**src/signed_fixed_point_cube_root_unit_assert.svh**
```systemverilog
// ---------------------------------------------------------------------------
// Assertion macros for the cube root unit
// Clocked on clk and switched off while rst_n is low.
// ---------------------------------------------------------------------------
`ifndef SIGNED_FIXED_POINT_CUBE_ROOT_UNIT_ASSERT_SVH
`define SIGNED_FIXED_POINT_CUBE_ROOT_UNIT_ASSERT_SVH

// The consequent must hold in the same cycle as the antecedent.
`define CBRT_ASSERT_SAME(lbl, ante, cons, msg) \
    lbl: assert property (@(posedge clk) disable iff (!rst_n) (ante) |-> (cons)) \
        else $error(msg);

// The consequent must hold in the cycle after the antecedent.
`define CBRT_ASSERT_NEXT(lbl, ante, cons, msg) \
    lbl: assert property (@(posedge clk) disable iff (!rst_n) (ante) |=> (cons)) \
        else $error(msg);

`endif

```
**src/cbrt_pkg.sv**
```systemverilog
// ---------------------------------------------------------------------------
// Cube root package
// Default widths and the control word carried along the pipeline.
// ---------------------------------------------------------------------------
package cbrt_pkg;

    localparam int DATA_WIDTH_DEF = 32;
    localparam int FRAC_BITS_DEF  = 16;
    localparam int ROOT_W         = 23;

    typedef struct packed {
        logic valid;
        logic neg;
    } ctrl_t;

endpackage

```
**src/cbrt_back.sv**
```systemverilog
// ---------------------------------------------------------------------------
// Cube root output stage
// Restores the sign of the radicand and presents the result beat.
// ---------------------------------------------------------------------------
module cbrt_back #(
    parameter int ROOT_BITS = 22
) (
    input  logic                          clk,
    input  logic                          rst_n,
    input  cbrt_pkg::ctrl_t               ctrl_in,
    input  logic [ROOT_BITS-1:0]          y_in,
    output logic                          done,
    output logic [cbrt_pkg::ROOT_W-1:0]   root
);
    import cbrt_pkg::*;

    logic              done_reg;
    logic [ROOT_W-1:0] root_reg;
    logic [ROOT_W-1:0] root_next;
    logic [ROOT_W-1:0] mag_w;

    // Negating after the size cast gives the same low bits as negating first.
    always_comb
    begin
        mag_w     = ROOT_W'(y_in);
        root_next = ctrl_in.neg ? (ROOT_W'(0) - mag_w) : mag_w;
    end

    always_ff @(posedge clk or negedge rst_n)
    begin
        if (!rst_n)
        begin
            done_reg <= 1'b0;
        end
        else
        begin
            done_reg <= ctrl_in.valid;
        end
    end

    always_ff @(posedge clk)
    begin
        root_reg <= root_next;
    end

    assign done = done_reg;
    assign root = root_reg;

endmodule
```
**config.mk**
```make
export PLATFORM = sky130hd
export DESIGN_NAME = cbrt_back
export DESIGN_NICKNAME = d
export VERILOG_FILES = /design/src/signed_fixed_point_cube_root_unit_assert.svh /design/src/cbrt_pkg.sv /design/src/cbrt_back.sv
export SDC_FILE = /design/constraint.sdc
export NUM_CORES = 1
export LEC_CHECK = 0
export BUFFER_PORTS_ARGS = -buffer_cell sky130_fd_sc_hd__buf_2
export CAP_MARGIN = 20
export CORE_MARGIN = 2
export CORE_UTILIZATION = 47
export CTS_BUF_LIST = sky130_fd_sc_hd__clkbuf_16
export DETAILED_ROUTE_END_ITERATION = 10
export MAX_ROUTING_LAYER = met4
export PLACE_DENSITY = 0.82
export SETUP_SLACK_MARGIN = 0.15
export SLEW_MARGIN = 20
export SYNTH_ARGS = -nofsm -noshare
export SYNTH_HDL_FRONTEND = slang
export SYNTH_SLANG_ARGS = --single-unit
```
**constraint.sdc**
```tcl
create_clock -name clk -period 1 [get_ports clk]
set_input_delay 0.2 -clock clk [delete_from_list [all_inputs] [get_ports clk]]
set_output_delay 0.2 -clock clk [all_outputs]
set_load 0.005 [all_outputs]
```
==> results.json, run 1 <==
{
  "synthMuxAreaShare_pct": 0,
  "synth_flop_cell": "dfxtp_1",
  "error_line": "[ERROR DPL-0038] Utilization greater than 100%, impossible to legalize",
  "synth_fa_ha_area_share_pct": 1.27,
  "yosys.area_share.xor_xnor_pct": 17.7,
  "clock_tree.root_cell": "clkbuf_16",
  "synth_enable_flop_cells": 0,
  "synth_top_area_cell": "dfxtp_1",
  "cts_made_buffers": 3,
  "most_used_standard_cells_in_the_synthesized_netlist": "dfxtp_1, xnor2_1, nand2_1",
  "starting_density_pct": 50.3,
  "synth_nets": 123,
  "synth.distinct_cells": 25,
  "ys_top_cells_by_area": "dfxtp_1, xnor2_1, o21ai_0",
  "clkSinkCount": 24,
  "placement.io_buffers": 49,
  "yosysWarningCount": 0,
  "die_y_um": 49.8,
  "post_synth.cell_area_avg_sq_um": 10.3,
  "synthDominantCellAreaShare_pct": 46.6,
  "synth_top_family_by_area": "simple AND/OR/NAND/NOR gates",
  "async_flop_share_pct": 4.17,
  "place.detailed.hpwl_mm": 1.97,
  "cts_max_level": 1,
  "synth_cells": 96,
  "top_level_ports": 50,
  "haltStage": "global routing",
  "worst_path_endpoint_category": "register input",
  "placement.setup.worst_slack_ns": -0.449,
  "mappedNetlistArea_sq_um": 987,
  "synth-simple-area-share_pct": 18.1,
  "synth.most_common_cell": "dfxtp_1",
  "worst_endpoint": "root[14]$_DFF_P_/D",
  "outcome": "stopped before the end",
  "core.rowCount": 16,
  "routabilityCongestion": 0.809,
  "clock_path_buffers": 2,
  "grt_start_max_net_pins": 16,
  "synth_compound_gate_area_share_pct": 11.8,
  "synth.yosys.seq_area_share_pct": 49.2,
  "synth.ff_latch_count": 24,
  "die_width_um": 49.8
}
-- cells by family after synthesis --
logic type	count (synthesis)
simple gates	30
xor+xnor	20
fa+ha+maj	1
flops	24
compound gates	17
buf+inv	4
-- through the flow --
| stage | instance area [sq um] | instances |
|---|---|---|
| after CTS | 1790 | 208 |
| after detailed placement | 1500 | 196 |
| after global placement | 1500 | 196 |
| after floorplan | 1020 | 96 |
-- what timing repair did --
action,CTS
endpoints found under the setup margin,42
pin swaps,11
hold endpoints to repair,1
resized for setup,35
setup buffers,7
hold buffers,1
==> run 2, diff against run 1 <==
CORE_AREA = 2 2 63 65   (was default)
CORE_MARGIN = default   (was 2)
CORE_UTILIZATION = default   (was 47)
CTS_BUF_LIST = default   (was sky130_fd_sc_hd__clkbuf_16)
DIE_AREA = 0 0 65 67   (was default)
MAX_ROUTING_LAYER = default   (was met4)
PLACE_DENSITY = default   (was 0.82)
PLACE_DENSITY_LB_ADDON = 0.15   (was default)
SETUP_SLACK_MARGIN = default   (was 0.15)
==> run 2 against run 1 <==
Compared with the run above:
- area after synthesis is the same
- synthesized cell count did not move
- the flow now finishes, with violations (negative setup slack)
==> results.json, run 2 <==
{
  "final_hold_viol_count": 0,
  "die_width_um": 65,
  "most_used_standard_cells_in_the_synthesized_netlist": "dfxtp_1, xnor2_1, nand2_1",
  "total_switching_power_uw": 538,
  "routed_length_on_met2_mm": 1.40,
  "routabilityCongestion": 0.745,
  "synthToLayoutAreaGrowth_pct": 76.6,
  "routed_wirelength_mm": 2.57,
  "final_cell_count_no_fill": 226,
  "floorplan.core_area_sq_um": 3610,
  "yosysWarningCount": 0,
  "outcome": "finished with violations",
  "setup_ws_ns": -0.169,
  "worst-path-max-fanout": 5,
  "synth_flop_cell": "dfxtp_1",
  "grt_antenna_before_repair": 0,
  "timing.critical_path.from_type": "primary input",
  "final_antenna_net_count": 0,
  "finalSetupViolations": 10,
  "die_y_um": 67,
  "yosys.area_share.xor_xnor_pct": 17.7,
  "synth.distinct_cells": 25,
  "worst_ir_drop_vdd_mv": 0.445,
  "failed_checks": "negative setup slack",
  "met3RoutedLength_um": 102,
  "cts_tree": "done",
  "power.share.combinational_pct": 23.4,
  "ys_top_cells_by_area": "dfxtp_1, xnor2_1, o21ai_0",
  "post-route-period-util_pct": 117,
  "drt-met1-wl_mm": 1.04,
  "largest_reg_flops": 23,
  "critPathMostFrequentCell": "buf_6",
  "track_usage_pct": 11.7,
  "place.detailed.hpwl_mm": 1.94,
  "number_of_diodes": 0,
  "cpLargestDelayFamily": "simple AND/OR/NAND/NOR gates",
  "grt_overflow_total": 0,
  "synth_top_area_cell": "dfxtp_1",
  "dr.max_layer_used": "met4",
  "fp.dieArea_sq_um": 4360,
  "min_path_type": "in2reg",
  "timing.critical_path.required_ns": 1.18,
  "placement.io_buffers": 49,
  "synth_nets": 123,
  "fmax_mhz": 855,
  "drt-pass1-iter-count": 4,
  "mappedNetlistArea_sq_um": 987,
  "top_level_ports": 50,
  "first_global_vias": 920,
  "synth_fa_ha_area_share_pct": 1.27,
  "clock_path_buffers": 2,
  "wl_per_cell_um": 11.4,
  "layout.cells.most_common_list": "buf_2, buf_4, dfxtp_1, xnor2_1, nand2_1",
  "crit_path_start": "y_in[5]",
  "dpl.cell_count": 217,
  "initialDrtViolationCount": 25,
  "grt_start_max_net_pins": 14,
  "cap_violations": 0,
  "total_leakage_power_uw": 0.000770,
  "synth.most_common_cell": "dfxtp_1",
  "worstSetupEndpointType": "flip-flop",
  "core.rowCount": 22,
  "synth-simple-area-share_pct": 18.1,
  "starting_density_pct": 27.4,
  "sequential_power_share_pct": 49.8,
  "setup.worst_path.end": "root[14]$_DFF_P_",
  "synth.ff_latch_count": 24,
  "grt_first_pass_wirelength_mm": 3.86,
  "crit_path_top_delay_cell": "nor4_4",
  "register_clock_pin_slew_on_the_reported_worst_setup_and_hold_paths_ns": 0.08,
  "rsz_0062_raised_after_global_routing": "true",
  "timing.critical_path.buf_inv": 3,
  "crit_cells": 7,
  "slew_violations": 0,
  "drive_above_1_share_pct": 57.9,
  "min_period_ns": 1.17,
  "post_drt_via_cell_ratio": 4.37,
  "power-per-cell-area_nw_per_um2": 1240,
  "vias": 988,
  "cts_max_level": 1,
  "setup.worst_path.class": "in2reg",
  "slew_headroom_pct": 76.7,
  "synth_cells": 96,
  "worstPathCellList": "buf_6 > nor4_4 > buf_6 > buf_6 > nand4_1 > o21ai_1 > xnor2_1",
  "synth_enable_flop_cells": 0,
  "synthDominantCellAreaShare_pct": 46.6,
  "internal_power_uw": 1620,
  "clkSinkCount": 24,
  "setup_tns_ns": -0.906,
  "mostFrequentLayoutCell": "buf_2",
  "route.detailed.drc": 0,
  "cts_made_buffers": 3,
  "critical_path_arrival_ns": 1.35,
  "synthMuxAreaShare_pct": 0,
  "clock_tree.root_cell": "clkbuf_8",
  "synth_top_family_by_area": "simple AND/OR/NAND/NOR gates",
  "final_net_count": 206,
  "async_flop_share_pct": 4.17,
  "synth_compound_gate_area_share_pct": 11.8,
  "synth.yosys.seq_area_share_pct": 49.2,
  "post_synth.cell_area_avg_sq_um": 10.3,
  "timing_worst_slew_pin_value_ns": 0.348,
  "cp_slowest_stage_delay_ns": 0.27,
  "clkPwrFrac_pct": 26.9,
  "power.switching_fraction_pct": 25.0
}
-- run 2: cell counts after synthesis --
No cell type changed its count.
-- run 2: power groups by stage --
stage / combinational (uW) / clock, uW / sequential, uW
final: 504 / 580 / 1070
after global routing: 550 / 663 / 1090
after CTS: 464 / 616 / 1080
after detailed placement: 449 / 0 / 1100
after global placement: 445 / 0 / 1100
after floorplan: 144 / 0 / 1120
-- run 2: repair_timing --
| action | CTS | global route |
|---|---|---|
| pin swaps | 4 | 15 |
| setup endpoints to repair | 13 | 14 |
| gates resized for setup | 8 | 21 |
| endpoints found under the hold margin | 1 | 0 |
| setup buffers | 1 | 3 |
| hold buffers | 1 | 0 |
-- run 2: logic make-up after synthesis --
family / Yosys count
AOI/OAI and AO/OA: 17
DFF: 24
and+or+nand+nor: 30
buffers and inverters: 4
xor gates and xnor gates: 20
adders and majority gates: 1
-- run 2: worst min path at each step --
stage / startpoint / end / cells after the start
after floorplan: rst_n / done$_DFF_PN0_ / 0
after CTS: ctrl_in[1] / done$_DFF_PN0_ / 1
after detailed placement: rst_n / done$_DFF_PN0_ / 1
final: ctrl_in[1] / done$_DFF_PN0_ / 1
after global routing: ctrl_in[1] / done$_DFF_PN0_ / 1
after global placement: rst_n / done$_DFF_PN0_ / 1
-- run 2: metal layers --
layer  vias up  global-route usage (%)
met4         0                    5.59
met5         -                       0
li1        500                       -
met1       461                    12.8
met2        25                    21.9
met3         2                    1.69
-- run 2: stage by stage --
step	setup slack, ns	util, %	hold WS (ns)	power, uW	instance area (sq um)
floorplan	-0.257	-	-0.0956	1260	1010
global placement	-0.425	42.0	-0.0258	1540	1520
detailed placement	-0.471	42.0	-0.0242	1550	1520
CTS	-0.170	44.4	0.0346	2150	1600
global route	-0.208	48.3	0.0214	2300	1740
finish	-0.169	48.3	0.0419	2160	1740
-- run 2: layout make-up --
cell class	count	area, sq um
timing repair buffer	80	533
multi-input combinational	68	612
clock buffer	4	45.0
inverter	2	7.51
tap	48	60.1
sequential	24	485
fill	338	1860
Power figures use the tool's default switching activity.
