### config.mk
export PLATFORM = sky130hd
export DESIGN_NAME = cbrt_front
export DESIGN_NICKNAME = d
export VERILOG_FILES = /design/src/signed_fixed_point_cube_root_unit_assert.svh /design/src/cbrt_pkg.sv /design/src/cbrt_front.sv
export SDC_FILE = /design/constraint.sdc
export NUM_CORES = 1
export LEC_CHECK = 0
export ABC_CLOCK_PERIOD_IN_PS = 1500
export BUFFER_PORTS_ARGS = -buffer_cell sky130_fd_sc_hd__buf_2
export CAP_MARGIN = 15
export CORE_ASPECT_RATIO = 1.75
export CORE_UTILIZATION = 38
export CTS_CLUSTER_DIAMETER = 200
export CTS_CLUSTER_SIZE = 14
export DETAILED_ROUTE_END_ITERATION = 10
export GPL_TIMING_DRIVEN = 0
export HOLD_SLACK_MARGIN = 0.15
export PLACE_DENSITY = 0.68
export SYNTH_ARGS = -nofsm -noshare
export SYNTH_HDL_FRONTEND = slang
export SYNTH_SLANG_ARGS = --single-unit
### constraint.sdc
create_clock -name clk -period 1.5 [get_ports clk]
set_clock_uncertainty 0.1 [all_clocks]
set_input_delay 0.3 -clock clk [delete_from_list [all_inputs] [get_ports clk]]
set_output_delay 0.3 -clock clk [all_outputs]
set_load 0.01 [all_outputs]
### src/signed_fixed_point_cube_root_unit_assert.svh
// ---------------------------------------------------------------------------
// Assertion macros for the cube root unit
// Clocked on clk and switched off while rst_n is low.
// ---------------------------------------------------------------------------
`ifndef SIGNED_FIXED_POINT_CUBE_ROOT_UNIT_ASSERT_SVH
`define SIGNED_FIXED_POINT_CUBE_ROOT_UNIT_ASSERT_SVH

// The consequent must hold in the same cycle as the antecedent.
`define CBRT_ASSERT_SAME(lbl, ante, cons, msg) \
    lbl: assert property (@(posedge clk) disable iff (!rst_n) (ante) |-> (cons)) \
        else $error(msg);

// The consequent must hold in the cycle after the antecedent.
`define CBRT_ASSERT_NEXT(lbl, ante, cons, msg) \
    lbl: assert property (@(posedge clk) disable iff (!rst_n) (ante) |=> (cons)) \
        else $error(msg);

`endif

### src/cbrt_pkg.sv
// ---------------------------------------------------------------------------
// Cube root package
// Default widths and the control word carried along the pipeline.
// ---------------------------------------------------------------------------
package cbrt_pkg;

    localparam int DATA_WIDTH_DEF = 32;
    localparam int FRAC_BITS_DEF  = 16;
    localparam int ROOT_W         = 23;

    typedef struct packed {
        logic valid;
        logic neg;
    } ctrl_t;

endpackage

### src/cbrt_front.sv
// ---------------------------------------------------------------------------
// Cube root input stage
// Registers the sign of the radicand and its magnitude.
// ---------------------------------------------------------------------------
module cbrt_front #(
    parameter int DATA_WIDTH = 32
) (
    input  logic                  clk,
    input  logic                  rst_n,
    input  logic                  start,
    input  logic [DATA_WIDTH-1:0] radicand,
    output cbrt_pkg::ctrl_t       ctrl_out,
    output logic [DATA_WIDTH-1:0] mag_out
);
    import cbrt_pkg::*;

    ctrl_t                 ctrl_reg;
    ctrl_t                 ctrl_next;
    logic [DATA_WIDTH-1:0] mag_reg;
    logic [DATA_WIDTH-1:0] mag_next;

    // The most negative value negates to itself, which read unsigned is
    // exactly its magnitude.
    always_comb
    begin
        ctrl_next.valid = start;
        ctrl_next.neg   = radicand[DATA_WIDTH-1];
        mag_next        = radicand[DATA_WIDTH-1] ? (~radicand + 1'b1) : radicand;
    end

    always_ff @(posedge clk or negedge rst_n)
    begin
        if (!rst_n)
        begin
            ctrl_reg <= '0;
        end
        else
        begin
            ctrl_reg <= ctrl_next;
        end
    end

    always_ff @(posedge clk)
    begin
        mag_reg <= mag_next;
    end

    assign ctrl_out = ctrl_reg;
    assign mag_out  = mag_reg;

endmodule

==> metrics.txt, run 1 <==
Routed wire per std cell=~13 um; Worst Path Arrival=1.71 ns; Power Density=897 nW/um^2; worst hold path depth=2; via count of the first global-routing pass=1229; layout cell share with drive strength beyond 1=46.3%; Root Driver=clkbuf_8; failing checks=negative setup slack; # diodes=0; maximum clock insertion buffer count=2; Netlist cell types=25; Worst Path Required=approximately 1.6 ns; H-tree depth=2; Initial Util=39.6%; # IOs=69; RSZ-0062 raised after global routing=yes; Yosys Warn Count=0; Syn-to-layout area delta=62.0%; Detailed Route Iter0 Violations=10; global-route wire length before repair=5630 um; DP Worst Slack=-0.563 ns; Seq/Total Area, Yosys=48.1%; status=complete, but fails checks; Fin. Hold Viols=0; Post-Syn Area=1440 um^2; Worst Slack Setup Final=-0.106 ns; largest net degree at the start of global routing=11; Max Cap Viol=0; Post-synth EDFFs=0; Antenna Nets Post-Route=0; CORE AREA=3630 um^2; Die Y=83.3 um; GR Overflow Total=0; top post-synthesis cells by count=dfxtp_1, xnor2_1, nand2_1, o31ai_1, o21ai_0; PortBufs=68; total power=0.00209 W; TritonRoute pass-1 iters=4; hold crit path type=in -> reg; type of origin of the critical path=input port; CP Max Fanout=3; cell accounting for the most synthesized area=dfxtp_1; gpl congestion=0.733; worst relative slew slack=44.0%; final wirelength=3670 um; number of nets in the layout=265; die area=4040 um^2; VDD IR-drop max=0.583 mV; final setup fails=10; Syn Area/Cell=11.1 um^2; Synth top area share=44.6%; cts bufs inserted=5; leakage=0.971 nW; Slew @ Worst Pin=0.841 ns; Post-synth ARST share=around 5.9%; Area contributors post-synth=dfxtp_1, xnor2_1, o31ai_1, dfrtp_1, o21ai_0; CTS tree=yes; synthesized net count=166; CP Class=in -> reg; via/cell ratio=roughly 4.8; Final min period=roughly 1.6 ns; Tot GR Track Use=18.3%; HPWL after detailed placement=roughly 2400 um; ys flop type=dfxtp_1; via count=1333; Slew Limit Fails=0; #FFs+latches synth=34; overall die width=approximately 48 um; period utilisation layout=107%; Crit. End Element=flop; fmax=623 MHz; most common cell in the synthesized netlist=dfxtp_1; cell row count=29; drt drc=0; Reg clk slew, reported paths=0.06 ns; antenna violations before repair=0; clock sink total=34; Mapped Cells=129
## sequential cells by signal, summed over array words and instances, names as in the netlist
name and count:
mag_out 32, ctrl_out 2
## placed cells by master, fill, tap and decap left out, types with 5 or more instances in the layout
master and n:
buf_2 64, o21ai_0 9, buf_4 9, buf_6 5, clkbuf_8 5, dlygate4sd3_1 14
dfxtp_1 32, clkbuf_1 5, nand2_1 10, xnor2_1 29
## where the power goes
| group | internal [W] | switching (W) |
|---|---|---|
| registers | 0.000995 | 0.0000190 |
| clock network | 0.000329 | 0.000294 |
| logic | 0.000219 | 0.000230 |
| total | 0.00154 | 0.000543 |
## kinds of logic after synthesis
kind of cell               after synthesis  share of synthesized area (%)
adders and majority gates                2                           1.74
AOI/OAI and AO/OA                       26                           14.6
xor gates and xnor gates                29                           17.7
DFF                                     34                           48.1
buffers and inverters                    6                           1.57
and+or+nand+nor                         32                           16.3
## area by class of cell
class	instances	area [um^2]
Timing Repair Buffer	92	584
Inverter	3	11.3
Fill cell	316	1300
Clock buffer	8	80.1
Sequential cell	34	691
Tap cell	46	57.6
Buffer	3	11.3
Multi-Input combinational cell	89	890
## critical path: stages
cell,delay [ns]
buf_6,0.09
or4_4,0.54
or4_4,0.45
o31ai_4,0.19
xnor2_1,0.13
## through the flow
stage               setup TNS [ns]  cell area (um^2)  hold WS, ns  util (%)  std cells
floorplan                    -1.29              1460      -0.0956         -        129
finish                      -0.414              2320        0.162      64.1        275
detailed placement           -8.92              1850      -0.0130      51.1        243
CTS                         -0.303              2140        0.154      59.0        270
global placement             -8.36              1850      -0.0148      51.1        243
global route                 -1.34              2320        0.162      64.1        275
## repair_timing
| item | CTS | global route |
|---|---|---|
| endpoints found under the setup margin | 19 | 20 |
| hold buffers | 13 | 1 |
| pin swaps | 8 | 12 |
| endpoints found under the hold margin | 14 | 1 |
| setup buffers | 6 | 4 |
| resized for setup | 5 | 22 |
## routing by layer
layer	GRT usage, %	wire [um]
met1	17.6	1310
met4	7.22	57
met2	35.7	2140
met5	0	0
met3	4.58	162
## path summary, 6_finish.rpt
check | start | to | slack [ns]
max | radicand[25] | mag_out[30] | -0.11
min | radicand[5] | mag_out[5] | 0.16
max in group asynchronous | rst_n | ctrl_out[0] | 0.97
min in group asynchronous | rst_n | ctrl_out[1] | 0.24
Power figures use the tool's default switching activity.
==> run 2, diff against run 1 <==
ABC_AREA = 1   (was default)
PLACE_DENSITY = 0.65   (was 0.68)
RECOVER_POWER = 50   (was default)
REMOVE_ABC_BUFFERS = 1   (was default)
==> metrics.txt, run 2 <==
status=completed; final wirelength=4510 um (+23%); Final Instance Count excl. Fillers=396 (+44%); number of nets in the layout=381 (+44%); top post-synthesis cells by count=nand2_1, nor2_1, dfxtp_1; global-route wire length before repair=7350 um (+31%); Power Density=966 nW/um^2 (+7.6%); layout cell share with drive strength beyond 1=17.1% (-29 points); Synth top area share=37.3% (-7.4 points); CTS tree=yes; CTS resizes=0 (-5); Post-synth ARST share=5.88% (unchanged); maximum clock insertion buffer count=2 (unchanged); FILL cells=483 (+53%); TritonRoute pass-1 iters=5 (+1); Slew Limit Fails=0 (unchanged); Netlist cell types=21 (-16%); HPWL after detailed placement=3550 um (+48%); most frequent cells in the layout=nand2_1, nor2_1, buf_2, dfxtp_1, clkbuf_1; Hold WS=0.150 ns (-0.0121 ns); Final min period=1.32 ns (-0.286 ns); area occupied by multi-input gates=918 um^2 (+3.2%); cts hold-fix bufs=15 (+2); largest net degree at the start of global routing=35 (+24); drt drc=0 (unchanged); cell row count=32 (+10%); Post-synth EDFFs=0 (unchanged); Syn-to-layout area delta=34.9%; PortBufs=68 (unchanged); register area=691 um^2 (unchanged); Yosys Warn Count=0 (unchanged); die area=4810 um^2 (+19%); critical path buffer and inverter count=2 (+1); Worst Path Arrival=1.41 ns (-0.30 ns); # IOs=69 (unchanged); clock sink total=34 (unchanged); Post CTS Setup Buffer Count=0 (-6); cell accounting for the most synthesized area=dfxtp_1; cts bufs inserted=5 (unchanged); Worst Slack Setup Final=0.180 ns (+0.286 ns); most common cell in the synthesized netlist=nand2_1; CORE AREA=4360 um^2 (+20%); Routed wire per std cell=11.4 um (-15%); Syn Area/Cell=6.69 um^2 (-40%); final setup fails=0 (-10); max FFs per register=32 (unchanged); fmax=758 MHz (+22%); Crit. End Element=flop; RSZ-0062 raised after global routing=no; CP Max Fanout=34 (+31); Antenna Nets Post-Route=0 (unchanged); Area contributors post-synth=dfxtp_1, nand2_1, nor2_1, nand3_1, inv_1; critical path, cell by cell=buf_2, inv_2, nor2_1, nor2_1, nand3_1, nand2_1; Post-Place Cells=373 (+53%); Root Driver=clkbuf_8; # diodes=0 (unchanged); overall die width=52.8 um (+9.1%); via/cell ratio=4.62 (-4.6%); Slew @ Worst Pin=0.583 ns (-0.258 ns); type of origin of the critical path=input port; leakage=1.12 nW (+15%); CP Class=in -> reg; Reg clk slew, reported paths=0.07 ns (about the same); #FFs+latches synth=34 (unchanged); via count=1831 (+37%); antenna violations before repair=0 (unchanged); via count of the first global-routing pass=1745 (+42%); CP max stage cell=buf_2; DP Worst Slack=-0.174 ns (+0.389 ns); Die Y=91.0 um (+9.2%); Seq/Total Area, Yosys=40.2% (-8.0 points); Hold Path End=mag_out[12]; slowest cell delay on critical path=0.46 ns (-0.08 ns); Worst Path Required=1.59 ns (about the same); gpl congestion=0.919 (+25%); Mapped Cells=257 (+99%); ys flop type=dfxtp_1; worst relative slew slack=61.1% (+17 points); post-layout util=53.1% (-11 points); crit-path leading delay family=buffers and inverters; Fin. Hold Viols=0 (unchanged); Max Cap Viol=0 (unchanged); VDD IR-drop max=0.590 mV (+1.3%); Tot GR Track Use=20.8% (+2.5 points); Detailed Route Iter0 Violations=21 (+11); period utilisation layout=88.0% (-19 points); hold crit path type=in -> reg; Post-Syn Area=1720 um^2 (+20%); H-tree depth=2 (unchanged); most common cell after layout, fill and taps aside=nand2_1; hold_sp=radicand[12]; Most Frequent Cell on Critical Path=nor2_1; Initial Util=39.4% (-0.16 points); total power=0.00224 W (+7.3%); GR Overflow Total=0 (unchanged); worst hold path depth=2 (unchanged)
[run 2: changes by cell type after synthesis, moves of 10 or more]
cell	change
nand2_1	+87
xnor2_1	-21
nand3_1	+16
nor2_1	+45
inv_1	+17
o31ai_1	-10
[run 2: layer usage]
layer / GRT usage (%) / vias to the layer above / routed length [um]
met5: 0 / - / 0
met4: 11.8 / 0 / 173
met3: 4.52 / 13 / 226
met2: 38.0 / 54 / 2470
met1: 19.8 / 798 / 1630
li1: - / 966 / -
[run 2: where the power goes]
group	total, W	switching (W)	leakage [nW]	internal (W)
logic	0.000414	0.000244	0.767	0.000169
clock network	0.000822	0.000333	0.0579	0.000489
registers	0.00100	0.0000184	0.293	0.000985
total	0.00224	0.000596	1.12	0.00164
[run 2: logic make-up after synthesis]
| family | Yosys count | share of synthesized area [%] |
|---|---|---|
| flops | 34 | 40.2 |
| xor+xnor | 14 | 7.13 |
| simple gates | 175 | 42.3 |
| buf+inv | 24 | 6.19 |
| fa+ha+maj | 2 | 1.46 |
| compound gates | 8 | 2.77 |
[run 2: layout make-up]
cell class,count,share of cell area [%]
clock buffers,5,2.97
clock inverters,3,1.73
inverters,21,3.40
multi-input cells,199,39.6
flip-flops and latches,34,29.8
well taps,51,2.75
repair buffers,83,19.8
[run 2: worst max-delay path by stage]
stage | start | end | slack (ns) | cells past startpoint
after floorplan | radicand[0] | mag_out[16] | 0.19 | 6
after global placement | radicand[31] | mag_out[28] | -0.17 | 6
after detailed placement | radicand[31] | mag_out[28] | -0.17 | 6
after CTS | radicand[31] | mag_out[28] | 0.14 | 6
after global routing | radicand[0] | mag_out[28] | 0.04 | 10
final | radicand[31] | mag_out[28] | 0.18 | 6
[run 2: per-stage QoR]
stage	area [um^2]	setup TNS, ns
after global placement	2100	-0.599
after CTS	2350	0
after floorplan	1690	0
after global routing	2320	0
after detailed placement	2100	-0.721
final	2320	0
