$ cat config.mk
export PLATFORM = sky130hd
export DESIGN_NAME = cbrt_step
export DESIGN_NICKNAME = d
export VERILOG_FILES = /design/src/signed_fixed_point_cube_root_unit_assert.svh /design/src/cbrt_pkg.sv /design/src/cbrt_step.sv
export SDC_FILE = /design/constraint.sdc
export NUM_CORES = 1
export LEC_CHECK = 0
export ABC_AREA = 1
export BUFFER_PORTS_ARGS = -buffer_cell sky130_fd_sc_hd__buf_4
export CAP_MARGIN = 5
export CORE_AREA = 4 4 233 235
export DETAILED_ROUTE_END_ITERATION = 16
export DIE_AREA = 0 0 237 239
export GPL_ROUTABILITY_DRIVEN = 0
export SLEW_MARGIN = 10
export SYNTH_ARGS = -nofsm -noshare
export SYNTH_HDL_FRONTEND = slang
export SYNTH_SLANG_ARGS = --single-unit
$ cat constraint.sdc
create_clock -name clk -period 0.8 [get_ports clk]
set_input_delay 0.08 -clock clk [delete_from_list [all_inputs] [get_ports clk]]
set_output_delay 0.08 -clock clk [all_outputs]
set_load 0.005 [all_outputs]
$ cat src/signed_fixed_point_cube_root_unit_assert.svh
// ---------------------------------------------------------------------------
// Assertion macros for the cube root unit
// Clocked on clk and switched off while rst_n is low.
// ---------------------------------------------------------------------------
`ifndef SIGNED_FIXED_POINT_CUBE_ROOT_UNIT_ASSERT_SVH
`define SIGNED_FIXED_POINT_CUBE_ROOT_UNIT_ASSERT_SVH

// The consequent must hold in the same cycle as the antecedent.
`define CBRT_ASSERT_SAME(lbl, ante, cons, msg) \
    lbl: assert property (@(posedge clk) disable iff (!rst_n) (ante) |-> (cons)) \
        else $error(msg);

// The consequent must hold in the cycle after the antecedent.
`define CBRT_ASSERT_NEXT(lbl, ante, cons, msg) \
    lbl: assert property (@(posedge clk) disable iff (!rst_n) (ante) |=> (cons)) \
        else $error(msg);

`endif

$ cat src/cbrt_pkg.sv
// ---------------------------------------------------------------------------
// Cube root package
// Default widths and the control word carried along the pipeline.
// ---------------------------------------------------------------------------
package cbrt_pkg;

    localparam int DATA_WIDTH_DEF = 32;
    localparam int FRAC_BITS_DEF  = 16;
    localparam int ROOT_W         = 23;

    typedef struct packed {
        logic valid;
        logic neg;
    } ctrl_t;

endpackage

$ cat src/cbrt_step.sv
// ---------------------------------------------------------------------------
// Cube root bisection stage
// Decides one root bit from the next three radicand bits, without multipliers.
// ---------------------------------------------------------------------------
module cbrt_step #(
    parameter int DATA_WIDTH = 32,
    parameter int FRAC_BITS  = 16,
    parameter int ROOT_BITS  = 22,
    parameter int ACC_W      = 48,
    parameter int STEP       = 0
) (
    input  logic                  clk,
    input  logic                  rst_n,
    input  cbrt_pkg::ctrl_t       ctrl_in,
    input  logic [DATA_WIDTH-1:0] mag_in,
    input  logic [ROOT_BITS-1:0]  y_in,
    input  logic [ACC_W-1:0]      p_in,
    input  logic [ACC_W-1:0]      t_in,
    input  logic [ACC_W-1:0]      rem_in,
    output cbrt_pkg::ctrl_t       ctrl_out,
    output logic [DATA_WIDTH-1:0] mag_out,
    output logic [ROOT_BITS-1:0]  y_out,
    output logic [ACC_W-1:0]      p_out,
    output logic [ACC_W-1:0]      t_out,
    output logic [ACC_W-1:0]      rem_out
);
    import cbrt_pkg::*;

    localparam int TW      = 3 * ROOT_BITS;
    localparam int GRP_LSB = 3 * (ROOT_BITS - 1 - STEP);

    ctrl_t                 ctrl_reg;
    logic [DATA_WIDTH-1:0] mag_reg;
    logic [ROOT_BITS-1:0]  y_reg;
    logic [ROOT_BITS-1:0]  y_next;
    logic [ACC_W-1:0]      p_reg;
    logic [ACC_W-1:0]      p_next;
    logic [ACC_W-1:0]      t_reg;
    logic [ACC_W-1:0]      t_next;
    logic [ACC_W-1:0]      rem_reg;
    logic [ACC_W-1:0]      rem_next;

    logic [TW-1:0]         target;
    logic [2:0]            grp;
    logic [ACC_W-1:0]      rem_sh;
    logic [ACC_W-1:0]      trial;
    logic [ACC_W-1:0]      p_take;
    logic                  take;

    // p holds 3*y*y and t holds 3*y for the partial root y, so the trial
    // value 3*(2y)^2 + 3*(2y) + 1 is a single add.
    always_comb
    begin
        target   = TW'(mag_in) << (2 * FRAC_BITS);
        grp      = target[GRP_LSB +: 3];
        rem_sh   = {rem_in[ACC_W-4:0], grp};
        trial    = (p_in << 2) + (t_in << 1) + ACC_W'(1);
        p_take   = (p_in << 2) + (t_in << 2) + ACC_W'(3);
        take     = (rem_sh >= trial);
        rem_next = take ? (rem_sh - trial) : rem_sh;
        y_next   = {y_in[ROOT_BITS-2:0], take};
        p_next   = take ? p_take : (p_in << 2);
        t_next   = take ? ((t_in << 1) + ACC_W'(3)) : (t_in << 1);
    end

    always_ff @(posedge clk or negedge rst_n)
    begin
        if (!rst_n)
        begin
            ctrl_reg <= '0;
        end
        else
        begin
            ctrl_reg <= ctrl_in;
        end
    end

    always_ff @(posedge clk)
    begin
        mag_reg <= mag_in;
        y_reg   <= y_next;
        p_reg   <= p_next;
        t_reg   <= t_next;
        rem_reg <= rem_next;
    end

    assign ctrl_out = ctrl_reg;
    assign mag_out  = mag_reg;
    assign y_out    = y_reg;
    assign p_out    = p_reg;
    assign t_out    = t_reg;
    assign rem_out  = rem_reg;

endmodule

==> flow_metrics.tcl, run 1 <==
set metrics [dict create \
    syn_nets 3498 \
    status "finished with violations" \
    area_growth_pct 89.0 \
    place_ws_ns -2.92 \
    rsz0062_at_grt "yes" \
    hp-class "in2reg" \
    holdWs_ns -0.119 \
    io_pins 402 \
    detail-route-antenna-nets 0 \
    fin_setup_tns_ns -348.96 \
    root_buffer "clkbuf_16" \
    cp-start-kind "input pin" \
    drt-initial-drc-count 2337 \
    seq_area_frac_synth 0.220 \
    cp_common_cell "nand2_4" \
    grt.total_usage 0.291 \
    first_pass_iters 6 \
    mostFrequentLayoutCells "975 x nand2_1, 885 x buf_4, 569 x inv_1" \
    finalCritPeriodShare 3.80 \
    p_per_area_nw_per_um2 1820 \
    max_slew.worst_pin.slew_ns 0.400 \
    dpl.hpwl_um 69300 \
    grt_pass1_wl_um 128000 \
    timing.fmax_mhz 329 \
    grt_pass1_vias 23752 \
    final_nets 4758 \
    rows 84 \
    vias 25637 \
    finalSetupViolations 343 \
    power.leakage_nw 17.7 \
    route.detailed.drc 0 \
    crit_arrival_ns 3.47 \
    clock-sinks 198 \
    cpPeakStageDelay_ns 0.37 \
    async_flop_share 0.0101 \
    coreArea_sq_um 52200 \
    cts_tree "yes" \
    drive_above_1_share 0.421 \
    cts.htree.levels 4 \
    path_class "in2reg" \
    fin_crit_ns 3.04 \
    end_kind "register" \
    clockBufferDepth 2 \
    routed_wl_um 95200 \
    die_height_um 239 \
    drv_slew 0 \
    crit_start "p_in[0]" \
    mappedNetlistArea_sq_um 18000 \
    drv_cap 0 \
    setup_ws_ns -2.24 \
    cp_max_fo 9 \
    ys_warn_count 0 \
    start_util 0.345 \
    ys_ff_latch 198 \
    overflow 0 \
    ys_types 37 \
    synth_flop_cell "dfxtp_1" \
    cp.required_ns 1.23 \
    final_common_cell "nand2_1" \
    grt_max_degree 38 \
    antenna_found_initial 4 \
    cts_made_buffers 17 \
    syn_area_per_cell_sq_um 5.72 \
    syn_inst 3157 \
    die_x_um 237 \
    max_slew_margin 0.732 \
    cp-endpoint "t_out[18]$_DFF_P_" \
    cp_slowest_cell "fa_2" \
    wl_per_cell_um 18.6 \
    dieArea_sq_um 56600 \
    portBuffers 394 \
    ir_drop_mv 2.04 \
    viasPerCell 5.01 \
    fillers 4306 \
    violations "hold timing, setup timing" \
    synth_edf_count 0 \
    path_clk_slew_ns 0.10 \
    hold_violations 2 \
]
-- synth_stat cells, drive strengths merged (4+ instances only) --
cell type     n  area, sq um
ha          137         1710
dfxtp       196         3920
a21oi       118          594
nand4        86          538
xnor2        26          228
o21bai       11         93.8
nor4          7         43.8
o21a          4         30.0
inv         590         2210
xor2        101          885
and2          5         31.3
nor3         36          180
nor2        301         1140
nand3       182          923
clkbuf       11         41.3
buf          33          224
nand2      1165         4380
o21ai       125          626
nand3b       12         90.1
-- critical path: cells and delay by family --
family	cells	cell delay, ns
compound gates	2	0.38
xor+xnor	1	0.28
fa+ha+maj	3	0.78
buf+inv	5	0.66
simple gates	14	1.23
-- flip-flops by register name, summed over array words and instances (netlist names) --
signal	count
p_out	47
rem_out	48
y_out	22
ctrl_out	2
mag_out	32
t_out	47
-- how the worst min path moves through the flow --
| stage | slack, ns | startpoint | to | cells after the start |
|---|---|---|---|---|
| 2_1_floorplan | -0.22 | rst_n | ctrl_out[0]$_DFF_PN0_ | 0 |
| 6_report | -0.12 | mag_in[31] | rem_out[1]$_SDFF_PN0_ | 4 |
| 3_3_place_gp | -0.14 | rst_n | ctrl_out[1]$_DFF_PN0_ | 1 |
| 3_5_place_dp | -0.13 | rst_n | ctrl_out[1]$_DFF_PN0_ | 1 |
| 4_1_cts | -0.16 | mag_in[31] | rem_out[1]$_SDFF_PN0_ | 4 |
| 5_1_grt | -0.1 | mag_in[31] | rem_out[1]$_SDFF_PN0_ | 4 |
-- per-layer routing --
| metal | routed length, um | up-vias | part of all wire | global-route usage |
|---|---|---|---|---|
| li1 | - | 12327 | - | - |
| met2 | 45200 | 1276 | 0.47 | 0.494 |
| met4 | 5500 | 2 | 0.058 | 0.148 |
| met1 | 36700 | 11705 | 0.38 | 0.362 |
| met3 | 7900 | 327 | 0.083 | 0.0429 |
| met5 | 11 | - | 0.00012 | 0 |
-- stage by stage --
stage	cell area, sq um	hold slack (ns)	util	power [mW]	std cells
floorplan	18300	-0.216	-	26.3	3157
global placement	26700	-0.136	0.512	40.7	4846
detailed placement	26700	-0.135	0.512	40.8	4846
CTS	30900	-0.165	0.592	54.1	5070
global route	34100	-0.0980	0.653	65.4	5121
finish	34100	-0.119	0.653	62.1	5121
-- report_power, final --
group | switching (mW) | internal (mW)
Clock | 5.52 | 4.50
Combinational | 18.7 | 19.2
Sequential | 1.40 | 12.7
Total | 25.6 | 36.5
-- kinds of logic after synthesis --
kind of cell | after synthesis | share of synthesized area
and+or+nand+nor | 1796 | 0.407
buffers and inverters | 634 | 0.137
AOI/OAI and AO/OA | 263 | 0.0766
DFF | 198 | 0.220
adders and majority gates | 139 | 0.0972
xor gates and xnor gates | 127 | 0.0617
-- area by class of cell --
cell class,count,area [sq um],area share
inverters,590,2220,0.0650
flip-flops and latches,198,4180,0.123
repair buffers,1285,11500,0.336
diodes,3,7.51,0.000220
clock buffers,17,425,0.0125
clock inverters,15,240,0.00705
well taps,688,861,0.0252
multi-input cells,2325,14700,0.431
-- timing repair --
action	CTS	global route
setup endpoints to repair	343	343
endpoints found under the hold margin	157	4
pin swaps	86	126
hold buffers	156	2
cloned	3	26
setup buffers	35	27
resized for setup	349	707
(Power assumes the default switching activity.)
==> run 2: changes to the inputs <==
- HOLD_SLACK_MARGIN: default -> 0.02
==> flow_metrics.tcl, run 2 (synthesis gave the netlist of run 1 again) <==
set metrics [dict create \
    status "finished with violations" \
    violations "hold timing, setup timing" \
    dieArea_sq_um 56600 \
    drive_above_1_share 0.408 \
    drt-initial-drc-count 2072 \
    wl_per_cell_um 18.3 \
    antenna_found_initial 5 \
    holdWs_ns -0.127 \
    root_buffer "clkbuf_16" \
    cts.htree.levels 4 \
    final_nets 4755 \
    timing.fmax_mhz 328 \
    max_slew.worst_pin.slew_ns 0.374 \
    end_kind "register" \
    first_pass_iters 5 \
    power.leakage_nw 17.5 \
    cpPeakStageDelay_ns 0.34 \
    fin_area_sq_um 33700 \
    cp_max_fo 24 \
    dpl.hpwl_um 69300 \
    io_pins 402 \
    route.detailed.drc 0 \
    start_util 0.345 \
    ir_drop_mv 2.01 \
    place_area_sq_um 26700 \
    whs_endpoint "rem_out[1]$_SDFF_PN0_" \
    setup_ws_ns -2.25 \
    min_delay_path_depth 4 \
    drv_cap 0 \
    area_growth_pct 86.7 \
    place_ws_ns -2.92 \
    detail-route-antenna-nets 0 \
    viasPerCell 4.97 \
    largest_reg_flops 48 \
    routed_wl_um 93600 \
    clock-sinks 198 \
    die_height_um 239 \
    path_class "in2reg" \
    cp.required_ns 1.22 \
    grt_pass1_wl_um 128000 \
    path_clk_slew_ns 0.11 \
    grt_max_degree 38 \
    grt_pass1_vias 23883 \
    die_x_um 237 \
    cp_slowest_cell "ha_4" \
    p_per_area_nw_per_um2 1800 \
    crit_arrival_ns 3.47 \
    fillers 4382 \
    clockBufferDepth 2 \
    cp_common_cell "nand2_2" \
    rows 84 \
    vias 25441 \
    finalCritPeriodShare 3.81 \
    rsz0062_at_grt "yes" \
    mostFrequentLayoutCells "1007 x nand2_1, 879 x buf_4, 568 x inv_1" \
    final_common_cell "nand2_1" \
    min_from "mag_in[31]" \
    overflow 0 \
    drv_slew 0 \
    hold_violations 2 \
    cts_made_buffers 17 \
    holdBufCountCts 175 \
    cp-start-kind "input pin" \
    coreArea_sq_um 52200 \
    portBuffers 394 \
    max_slew_margin 0.749 \
    cts_tree "yes" \
    hp-class "in2reg" \
    finalSetupViolations 343 \
    fin_crit_ns 3.05 \
    grt.total_usage 0.292 \
]
-- run 2: changes by cell type in the layout (fill, tap and decap cells not counted), sizes merged --
cell	before	now
dlygate4sd3	158	175
diode	3	4
buf	1107	1099
clkbuf	37	25
-- run 2: worst max-delay path by stage --
| stage | start | end | slack (ns) | cells after the start |
|---|---|---|---|---|
| 3_3_place_gp | p_in[24] | rem_out[32]$_DFF_P_ | -2.90 | 23 |
| 3_5_place_dp | p_in[24] | rem_out[35]$_DFF_P_ | -2.92 | 23 |
| 6_report | p_in[12] | t_out[13]$_DFF_P_ | -2.25 | 25 |
| 4_1_cts | t_in[11] | rem_out[35]$_DFF_P_ | -2.00 | 28 |
| 2_1_floorplan | p_in[0] | p_out[43]$_DFF_P_ | -2.06 | 25 |
| 5_1_grt | t_in[16] | t_out[13]$_DFF_P_ | -2.29 | 27 |
-- run 2: routing by layer --
metal / vias up / track usage / routed length (um)
met5: - / 0 / 7
met4: 2 / 0.150 / 5430
met3: 278 / 0.0427 / 7470
met2: 1227 / 0.495 / 44100
met1: 11605 / 0.362 / 36600
li1: 12329 / - / -
-- run 2: worst max-delay path, delay by kind of cell --
family,cells,cell delay [ns]
AOI/OAI and AO/OA,2,0.30
adders and majority gates,2,0.65
buffers and inverters,4,0.55
and+or+nand+nor,17,1.83
-- run 2: where the power goes --
group	total, mW	internal [mW]	leakage (nW)	switching [mW]
clock network	9.98	4.50	0.323	5.48
logic	36.4	18.4	15.5	18.1
registers	14.1	12.7	1.69	1.39
-- run 2: repair_timing --
item                                    4_1_cts  5_1_grt
setup buffers                                35       17
pin swaps                                    86      121
endpoints found under the setup margin      343      343
gates cloned                                  3       14
endpoints found under the hold margin       176        2
gates resized for setup                     349      647
-- run 2: area by class of cell --
type                       count  area [sq um]  share of cell area
multi-input combinational   2325         14500               0.430
timing repair buffer        1282         11300               0.334
sequential                   198          4180               0.124
inverter                     590          2210              0.0657
tap                          688           861              0.0256
clock buffer                  17           425              0.0126
clock inverter                15           240             0.00713
antenna                        4          10.0            0.000297
-- run 2: metrics by stage --
step | power [mW] | util | TNS [ns] | instances
6_report | 60.6 | 0.645 | -345.92 | 5119
5_1_grt | 63.9 | 0.645 | -362.02 | 5119
4_1_cts | 54.2 | 0.596 | -325.99 | 5089
3_5_place_dp | 40.8 | 0.512 | -408.72 | 4846
3_3_place_gp | 40.7 | 0.512 | -409.67 | 4846
2_1_floorplan | 26.3 | - | -293.33 | 3157
